**src/hdl/skte_pkg.sv**
```systemverilog
package skte_pkg;

  localparam int KEY_W          = 30;
  localparam int IN_DATA_W      = 32;
  localparam int FUNC_W         = 2;
  localparam int STATUS_W       = 2;
  localparam int POS_W          = 8;
  localparam int FOUND_W        = 32;
  localparam int CAP_W          = 9;
  localparam int IN_TDATA_W     = 64;
  localparam int OUT_TDATA_W    = 40;

  localparam int TABLE_DEPTH_DEF = 256;
  localparam int DATA_WIDTH_DEF  = 32;

  localparam logic [CAP_W-1:0] CAP_RESET = 9'd256;

  localparam logic [FUNC_W-1:0] FN_SEARCH = 2'd0;
  localparam logic [FUNC_W-1:0] FN_UPSERT = 2'd1;
  localparam logic [FUNC_W-1:0] FN_DELETE = 2'd2;

  typedef enum logic [STATUS_W-1:0] {
    ST_OK        = 2'd0,
    ST_NOT_FOUND = 2'd1,
    ST_FULL      = 2'd2
  } status_t;

  typedef enum logic [2:0] {
    CS_IDLE,
    CS_SEEK,
    CS_CMP,
    CS_DECIDE,
    CS_MV_RD,
    CS_MV_WR,
    CS_PUT,
    CS_DONE
  } ctl_state_t;

  typedef struct packed {
    status_t              status;
    logic [POS_W-1:0]     position;
    logic [FOUND_W-1:0]   found_data;
  } res_t;

endpackage

```
**src/hdl/skte_ctrl.sv**
```systemverilog
module skte_ctrl
  import skte_pkg::*;
#(
  parameter int TABLE_DEPTH = TABLE_DEPTH_DEF,
  parameter int DATA_WIDTH  = DATA_WIDTH_DEF,
  localparam int AW    = $clog2(TABLE_DEPTH),
  localparam int CNT_W = $clog2(TABLE_DEPTH + 1),
  localparam int ENT_W = KEY_W + DATA_WIDTH
) (
  input  logic                 clk,
  input  logic                 rst_n,
  input  logic                 in_valid,
  output logic                 in_ready,
  input  logic [FUNC_W-1:0]    in_func,
  input  logic [KEY_W-1:0]     in_key,
  input  logic [IN_DATA_W-1:0] in_data,
  input  logic [CAP_W-1:0]     capacity,
  output logic                 res_valid,
  input  logic                 res_ready,
  output res_t                 res,
  output logic                 ram_we,
  output logic [AW-1:0]        ram_waddr,
  output logic [ENT_W-1:0]     ram_wdata,
  output logic [AW-1:0]        ram_raddr,
  input  logic [ENT_W-1:0]     ram_rdata
);

  localparam int CMP_W = (CNT_W > CAP_W) ? CNT_W : CAP_W;

  ctl_state_t state_r, state_nxt;

  logic [FUNC_W-1:0]     func_r,  func_nxt;
  logic [KEY_W-1:0]      key_r,   key_nxt;
  logic [DATA_WIDTH-1:0] data_r,  data_nxt;
  logic [CNT_W-1:0]      lo_r,    lo_nxt;
  logic [CNT_W-1:0]      hi_r,    hi_nxt;
  logic [CNT_W-1:0]      mid_r,   mid_nxt;
  logic [CNT_W-1:0]      cnt_r,   cnt_nxt;
  logic [CNT_W-1:0]      count_r, count_nxt;
  logic                  hit_r,   hit_nxt;
  logic [DATA_WIDTH-1:0] hdata_r, hdata_nxt;
  res_t                  res_r,   res_nxt;

  logic [CNT_W-1:0]      mid;
  logic [KEY_W-1:0]      rd_key;
  logic [DATA_WIDTH-1:0] rd_dat;
  logic                  full;
  logic                  is_upsert;
  logic                  is_delete;
  logic                  del_move;
  logic                  ins_direct;
  logic [CNT_W-1:0]      cnt_dec;
  logic [CNT_W-1:0]      cnt_inc;
  logic                  ins_last;
  logic                  del_last;

  assign mid        = lo_r + ((hi_r - lo_r) >> 1);
  assign rd_key     = ram_rdata[ENT_W-1:DATA_WIDTH];
  assign rd_dat     = ram_rdata[DATA_WIDTH-1:0];
  assign full       = (CMP_W'(count_r) >= CMP_W'(capacity)) ||
                      (count_r == CNT_W'(TABLE_DEPTH));
  assign is_upsert  = (func_r == FN_UPSERT);
  assign is_delete  = (func_r == FN_DELETE);
  assign del_move   = ((hi_r + CNT_W'(1)) < count_r);
  assign ins_direct = (hi_r == count_r);
  assign cnt_dec    = cnt_r - CNT_W'(1);
  assign cnt_inc    = cnt_r + CNT_W'(1);
  assign ins_last   = (cnt_dec == hi_r);
  assign del_last   = ((cnt_inc + CNT_W'(1)) == count_r);

  // next state
  always_comb begin
    state_nxt = state_r;
    unique case (state_r)
      CS_IDLE: begin
        if (in_valid) begin
          state_nxt = CS_SEEK;
        end
      end
      CS_SEEK: begin
        state_nxt = (lo_r < hi_r) ? CS_CMP : CS_DECIDE;
      end
      CS_CMP: begin
        state_nxt = CS_SEEK;
      end
      CS_DECIDE: begin
        state_nxt = CS_DONE;
        if (is_upsert && !hit_r && !full) begin
          state_nxt = ins_direct ? CS_PUT : CS_MV_RD;
        end else if (is_delete && hit_r && del_move) begin
          state_nxt = CS_MV_RD;
        end
      end
      CS_MV_RD: begin
        state_nxt = CS_MV_WR;
      end
      CS_MV_WR: begin
        if (is_upsert) begin
          state_nxt = ins_last ? CS_PUT : CS_MV_RD;
        end else begin
          state_nxt = del_last ? CS_DONE : CS_MV_RD;
        end
      end
      CS_PUT: begin
        state_nxt = CS_DONE;
      end
      CS_DONE: begin
        if (res_ready) begin
          state_nxt = CS_IDLE;
        end
      end
      default: state_nxt = CS_IDLE;
    endcase
  end

  // outputs
  always_comb begin
    in_ready  = (state_r == CS_IDLE);
    res_valid = (state_r == CS_DONE);
    res       = res_r;
    ram_we    = 1'b0;
    ram_waddr = hi_r[AW-1:0];
    ram_wdata = {key_r, data_r};
    ram_raddr = mid[AW-1:0];
    unique case (state_r)
      CS_DECIDE: begin
        ram_we = is_upsert && hit_r;
      end
      CS_MV_RD: begin
        ram_raddr = is_upsert ? cnt_dec[AW-1:0] : cnt_inc[AW-1:0];
      end
      CS_MV_WR: begin
        ram_we    = 1'b1;
        ram_waddr = cnt_r[AW-1:0];
        ram_wdata = ram_rdata;
      end
      CS_PUT: begin
        ram_we = 1'b1;
      end
      default: begin
      end
    endcase
  end

  // datapath
  always_comb begin
    func_nxt  = func_r;
    key_nxt   = key_r;
    data_nxt  = data_r;
    lo_nxt    = lo_r;
    hi_nxt    = hi_r;
    mid_nxt   = mid_r;
    cnt_nxt   = cnt_r;
    count_nxt = count_r;
    hit_nxt   = hit_r;
    hdata_nxt = hdata_r;
    res_nxt   = res_r;
    case (state_r)
      CS_IDLE: begin
        func_nxt = in_func;
        key_nxt  = in_key;
        data_nxt = in_data[DATA_WIDTH-1:0];
        lo_nxt   = '0;
        hi_nxt   = count_r;
        hit_nxt  = 1'b0;
      end
      CS_SEEK: begin
        mid_nxt = mid;
      end
      CS_CMP: begin
        if (rd_key < key_r) begin
          lo_nxt = mid_r + CNT_W'(1);
        end else begin
          hi_nxt    = mid_r;
          hit_nxt   = (rd_key == key_r);
          hdata_nxt = rd_dat;
        end
      end
      CS_DECIDE: begin
        res_nxt.status     = ST_OK;
        res_nxt.position   = POS_W'(hi_r);
        res_nxt.found_data = '0;
        case (func_r)
          FN_UPSERT: begin
            if (!hit_r && full) begin
              res_nxt.status   = ST_FULL;
              res_nxt.position = '0;
            end
          end
          FN_DELETE: begin
            if (!hit_r) begin
              res_nxt.status   = ST_NOT_FOUND;
              res_nxt.position = '0;
            end else if (!del_move) begin
              count_nxt = count_r - CNT_W'(1);
            end
          end
          default: begin
            if (hit_r) begin
              res_nxt.found_data = FOUND_W'(hdata_r);
            end else begin
              res_nxt.status   = ST_NOT_FOUND;
              res_nxt.position = '0;
            end
          end
        endcase
        cnt_nxt = is_upsert ? count_r : hi_r;
      end
      CS_MV_WR: begin
        if (is_upsert) begin
          cnt_nxt = cnt_dec;
        end else begin
          cnt_nxt = cnt_inc;
          if (del_last) begin
            count_nxt = count_r - CNT_W'(1);
          end
        end
      end
      CS_PUT: begin
        count_nxt = count_r + CNT_W'(1);
      end
      default: begin
      end
    endcase
  end

  always_ff @(posedge clk) begin
    if (!rst_n) begin
      state_r <= CS_IDLE;
      count_r <= '0;
    end else begin
      state_r <= state_nxt;
      count_r <= count_nxt;
    end
  end

  always_ff @(posedge clk) begin
    func_r  <= func_nxt;
    key_r   <= key_nxt;
    data_r  <= data_nxt;
    lo_r    <= lo_nxt;
    hi_r    <= hi_nxt;
    mid_r   <= mid_nxt;
    cnt_r   <= cnt_nxt;
    hit_r   <= hit_nxt;
    hdata_r <= hdata_nxt;
    res_r   <= res_nxt;
  end

endmodule
```
**config.mk**
```make
export PLATFORM = sky130hd
export DESIGN_NAME = skte_ctrl
export DESIGN_NICKNAME = d
export VERILOG_FILES = /design/src/hdl/skte_pkg.sv /design/src/hdl/skte_ctrl.sv
export SDC_FILE = /design/constraint.sdc
export NUM_CORES = 1
export LEC_CHECK = 0
export BUFFER_PORTS_ARGS = -buffer_cell sky130_fd_sc_hd__buf_2
export CAP_MARGIN = 15
export CORE_MARGIN = 2
export CORE_UTILIZATION = 56
export CTS_BUF_LIST = sky130_fd_sc_hd__clkbuf_4
export DETAILED_ROUTE_END_ITERATION = 10
export GPL_ROUTABILITY_DRIVEN = 0
export PLACE_DENSITY = 0.83
export SLEW_MARGIN = 20
export SYNTH_ARGS = -nofsm -noshare
export SYNTH_HDL_FRONTEND = slang
export SYNTH_SLANG_ARGS = --single-unit
```
**constraint.sdc**
```tcl
create_clock -name clk -period 7.65 [get_ports clk]
set_input_delay 0.765 -clock clk [delete_from_list [all_inputs] [get_ports clk]]
set_output_delay 0.765 -clock clk [all_outputs]
set_load 0.005 [all_outputs]
```
* After elaboration in Yosys (flattened, before gate mapping) *
Cells that the tools add are included.

operators by class
  $add $sub $neg = 9
  $mul = 0
  divide/modulo/power cells = 0
  magnitude comparators = 4
  equal/unequal tests = 23
  shift-type cells = 0
  muxes and demuxes = 33
  bitwise operators = 2
  reduce and logical (&&, ||, !) cells = 20

operators by type and width
  kind                                                  number
  2-to-1 mux 9 bit                                      10
  2-to-1 mux 62 bit                                     1
  one-hot mux 9 bit (2 select lines)                    3
  adder 9 x 1 -> 9 bit (second input constant)          5
  equality test 30 bit                                  1
  < comparator 30 bit                                   1
  equality test 9 bit                                   3
  one-hot mux 9 bit (3 select lines)                    1
  2-to-1 mux 8 bit                                      3
  one-hot mux 3 bit (8 select lines)                    1
  2-to-1 mux 10 bit                                     2
  < comparator 9 bit                                    2
  subtractor 9 x 1 -> 9 bit (second input constant)     2
  inequality test 2 bit (second input constant)         8
  equality test 3 bit (second input constant)           4
  2-to-1 mux 2 bit                                      6
  adder 9 x 8 -> 9 bit                                  1
  equality test 9 bit (second input constant)           1
  >= comparator 9 bit                                   1
  subtractor 9 bit                                      1
  AND reduction 2 bit                                   4
  equality test 3 x 2 -> 1 bit (second input constant)  2
  logical AND 1 bit                                     6
  2-to-1 mux 3 bit                                      2
  other kinds (15)                                      20

storage, ports and cells
  bits in registers = 187
  bits in latches = 0
  memory bits (writable) = 0
  memory bits (read-only) = 0
  input port bits = 139
  logic and storage cells = 105
  memories = 0

* Logic depth before layout (Yosys ltp) *
  depth after elaboration = 6
  gate-level depth with buffers = 17
  depth with buffers taken out = 17

* Worst setup path after synthesis *
OpenSTA, ideal clock, no wires.

  path type = reg-to-output
  start point = register state_r[1]
  end point = output in_ready
  arrival time = 5.005 ns
  slack = 1.880 ns
  stages on the path, launching flop included = 3
  path through = dfxtp_1 -> clkbuf_1 -> nor3_1

between the ends
  word-level cells in the longest chain between the ends = 1

RTL lines
  item                    line              RTL
  from (decl)             skte_ctrl.sv:30   ctl_state_t state_r, state_nxt;
  from (signal assigned)  skte_ctrl.sv:232  state_r <= state_nxt;
  zero test 3 bit         skte_ctrl.sv:118  in_ready = (state_r == CS_IDLE);
  to (decl)               skte_ctrl.sv:13   output logic in_ready,

No other way between the ends.

* Final worst setup path *
  start point = register hi_r[1]
  end point = output ram_raddr[7]

between the ends
  word-level cells in the longest chain between the ends = 3

RTL lines
  item                    line              RTL
  from (decl)             skte_ctrl.sv:36   logic [CNT_W-1:0] hi_r, hi_nxt;
  from (signal assigned)  skte_ctrl.sv:242  hi_r <= hi_nxt;
  subtractor 9 bit        skte_ctrl.sv:57   assign mid = lo_r + ((hi_r - lo_r) >> 1);
  adder 9 x 8 -> 9 bit    skte_ctrl.sv:57
  via mid[7]              skte_ctrl.sv:44   logic [CNT_W-1:0] mid;
  2-to-1 mux 8 bit        skte_ctrl.sv:125  unique case (state_r)
  to (decl)               skte_ctrl.sv:24   output logic [AW-1:0] ram_raddr,

The timed path passes the listed nets, and every way through them passes these cells.

==> flow_summary_export.csv <==
group,metric,value,unit
run_status,outcome,"finished, final reports clean",
cts,post-cts-setup-buffers,0,
global_route,grt_max_degree,105,
finish,postLayoutCoreUtil,0.667,
detailed_routing,vias_per_cell,5.57,
worst_setup_path,cp_slowest_cell,"edfxtp_1",
finish,area_growth_syn_to_layout,16.6,%
worst_setup_path,crit_path_frequent_cell,"o21ai_0",
worst_setup_path,critPathMaxStageDelay,0.62,ns
timing,hold_viol,0,
timing,max_freq,0.200,GHz
timing,post-route-period-util,0.653,
timing,finalSetupViolCount,0,
power_and_ir_drop,peakVddDrop,0.275,mV
synthesis,synth_edf_count,175,
detailed_routing,routedWlPerCell,17.9,um
worst_setup_path,cp-start-kind,"flip-flop",
die,start_util,0.572,
synthesis,synth_ff_type,"edfxtp_1",
synthesis,yosys_warnings,0,
timing,grt_setup_unrepaired,"false",
worst_setup_path,cp.arrival,4.23,ns
cts,clockRootBuffer,"clkbuf_4",
global_route,grt_pass1_vias,8431,
worst_setup_path,crit_family,"compound AO/OA/AOI/OAI gates",
detailed_routing,drc,0,
cts,cts.sinks,187,
global_route,grt_overflow_total,0,
placed_design,io_buffers,261,
timing,slew_headroom,0.300,
placed_design,dpl.hpwl,20100,um
synthesis,netlist_area,10700,sq um
synthesis,syn-instance-count,1040,
detailed_routing,drt_pre_antenna_iters,5,
global_route,grt_pass1_wl,42100,um
finish,drive_above_1_share,0.250,
detailed_routing,wirelength,27200,um
cts,path_clk_slew,0.19,ns
finish,fill_cells,1486,
finish,fin_cells,1524,
cts,cts_tree,"yes",
worst_setup_path,critPathRequiredTime,6.88,ns
power_and_ir_drop,powerDensity,356,nW/um^2
cts,clock_path_buffers,2,
synthesis,synth.ff_latch_count,187,
cts,cts-buffers-inserted,17,
timing,skew,0.0283,ns
detailed_routing,num_vias,8485,
synthesis,synth_area_leader_cell,"edfxtp_1",
synthesis,yosysSeqAreaShare,0.512,
worst_setup_path,crit_fanout,10,
synthesis,async_flop_share,0,
worst_setup_path,cp-end-kind,"output pin",
power_and_ir_drop,p_int,0.00260,W
synthesis,yosysMostFrequentCell,"nand2_1",
die,die_w,142,um
power_and_ir_drop,switchingPower,0.00186,W
die,num_rows,50,
finish,fin_area,12500,sq um
worst_setup_path,crit_type,"reg2out",
synthesis,yosysUniqueCellTypes,57,
synthesis,syn_avg_cell_area,10.3,sq um
placed_design,placed_cells,1490,
cts,ctsHoldBuffers,0,
cts,cts-resized-gates,0,
cts,clock_latency,0.62,ns
die,io_pins,262,
finish,nets,1494,
die,chipHeight,142,um
power_and_ir_drop,pwr-share-clk,0.134,
global_route,antenna_found_initial,2,
timing,drv_slew,0,
synthesis,synth.area.top_cells,"edfxtp_1 49%, ha_1 9.0%, nand2_1 6.7%",
worst_hold_path,hold_path.class,"in2reg",
synthesis,syn_nets,1259,
die,dieArea,20300,sq um
synthesis,synth_top_area_frac,0.490,
die,core,18800,sq um
timing,tightest_slew,1.05,ns
power_and_ir_drop,switching_share,0.416,
placed_design,dpl_cell_area,12200,sq um
global_route,grt_usage,0.270,
cts,htreeDepth,4,
power_and_ir_drop,p_leak,5.44,nW
detailed_routing,drtAntennaViolNets,0,
timing,fin_crit,5.00,ns
detailed_routing,initialDrtViolationCount,603,
timing,tns,0,ns
worst_setup_path,worst-path-buf-inv,1,
power_and_ir_drop,comb_power_share,0.480,
run,drv_cap,0,
synthesis,synthTopCellsByCount,"192 x nand2_1, 175 x edfxtp_1, 77 x ha_1",
power_and_ir_drop,seq_power_share,0.386,
worst_setup_path,cp_cell_sequence,"ha_1 > nor2b_1 > o21ai_0 > a21boi_0 > o21ai_0 > a21boi_0 > o21ai_0 > nor2b_1 > xnor2_1 > ha_1 > nand2_1 > o21ai_0 > xor2_1 > nand2_1 > o21ai_0 > buf_2",
==> routing by layer <==
| layer | up-vias | track usage | share of wire |
|---|---|---|---|
| li1 | 4100 | - | - |
| met1 | 3961 | 0.334 | 0.40 |
| met2 | 360 | 0.455 | 0.49 |
| met3 | 64 | 0.0670 | 0.079 |
| met4 | 0 | 0.110 | 0.035 |
| met5 | - | 0 | 0 |
==> cell families (layout without fill, tap and decap cells) <==
group	after synthesis	in the layout	synth area share
adders and majority gates	80	80	0.0954
buffers and inverters	128	376	0.0471
DFF	187	187	0.512
muxes	19	19	0.0201
and+or+nand+nor	375	375	0.163
AOI/OAI and AO/OA	172	172	0.0969
other	0	2	0
xor gates and xnor gates	79	79	0.0658
==> through the flow <==
stage | hold WS (ns) | setup slack [ns] | power (W)
final | 0.305 | 2.65 | 0.00446
after global routing | 0.234 | 2.31 | 0.00480
after CTS | 0.266 | 2.73 | 0.00446
after detailed placement | 0.504 | 3.48 | 0.00386
after global placement | 0.499 | 3.63 | 0.00378
after floorplan | 0.497 | 1.88 | 0.00311
==> sequential cells by signal (all words and copies together), names as in the netlist, 2 cells and up <==
name     flops
hdata_r     32
key_r       30
lo_r         9
data_r      32
res         42
count_r      9
hi_r         9
cnt_r        9
mid_r        9
func_r       2
state_r      3
==> power groups by stage <==
stage / combinational [W] / sequential (W) / clock, W
6_report: 0.00214 / 0.00172 / 0.000596
5_1_grt: 0.00241 / 0.00175 / 0.000640
4_1_cts: 0.00214 / 0.00171 / 0.000603
3_5_place_dp: 0.00212 / 0.00174 / 0
3_3_place_gp: 0.00205 / 0.00173 / 0
2_1_floorplan: 0.00146 / 0.00165 / 0
==> final cells by class <==
class | count | area [sq um] | area share
clock inverter | 15 | 204 | 0.0163
multi-input combinational | 725 | 4750 | 0.379
antenna | 2 | 5.00 | 0.000400
sequential | 187 | 5500 | 0.439
tap | 234 | 293 | 0.0234
timing repair buffer | 268 | 1360 | 0.109
clock buffer | 17 | 128 | 0.0102
inverter | 76 | 285 | 0.0228
==> layout by cell type, fill, tap and decap left out, types with 3 or more instances in the layout <==
master	synthesis	final
nand4_1	11	11
nor2b_1	19	19
edfxtp_1	175	175
nor4_1	7	7
dfxtp_1	12	12
nand2_1	192	192
or3_1	3	3
nor3_1	15	14
xor2_1	23	23
o2111ai_1	3	3
nor2_1	47	46
and3_1	13	12
o21bai_1	3	3
nor3b_1	4	4
inv_1	76	75
mux2_2	10	10
o211ai_1	3	3
a31oi_1	6	6
inv_12	0	4
a21oi_1	43	43
a211oi_1	5	5
clkinv_8	0	5
buf_4	1	7
nand3_1	18	17
a21o_1	17	17
nand3b_1	3	3
buf_2	5	261
fa_1	3	3
clkbuf_4	0	17
xnor2_1	55	55
mux2i_1	8	8
and2_1	34	34
a21boi_0	3	3
ha_1	77	77
o21ai_0	67	67
o21a_1	5	5
==> worst paths after layout <==
kind          startpoint           end  cells past startpoint  slack, ns
min          in_data[11]    data_r[11]                      1       0.30
max              hi_r[1]  ram_raddr[7]                     16       2.65
min reg2reg  hdata_r[21]       res[21]                      1       0.54
max reg2reg      hi_r[1]    count_r[1]                     13       3.92
(Power assumes the default switching activity.)
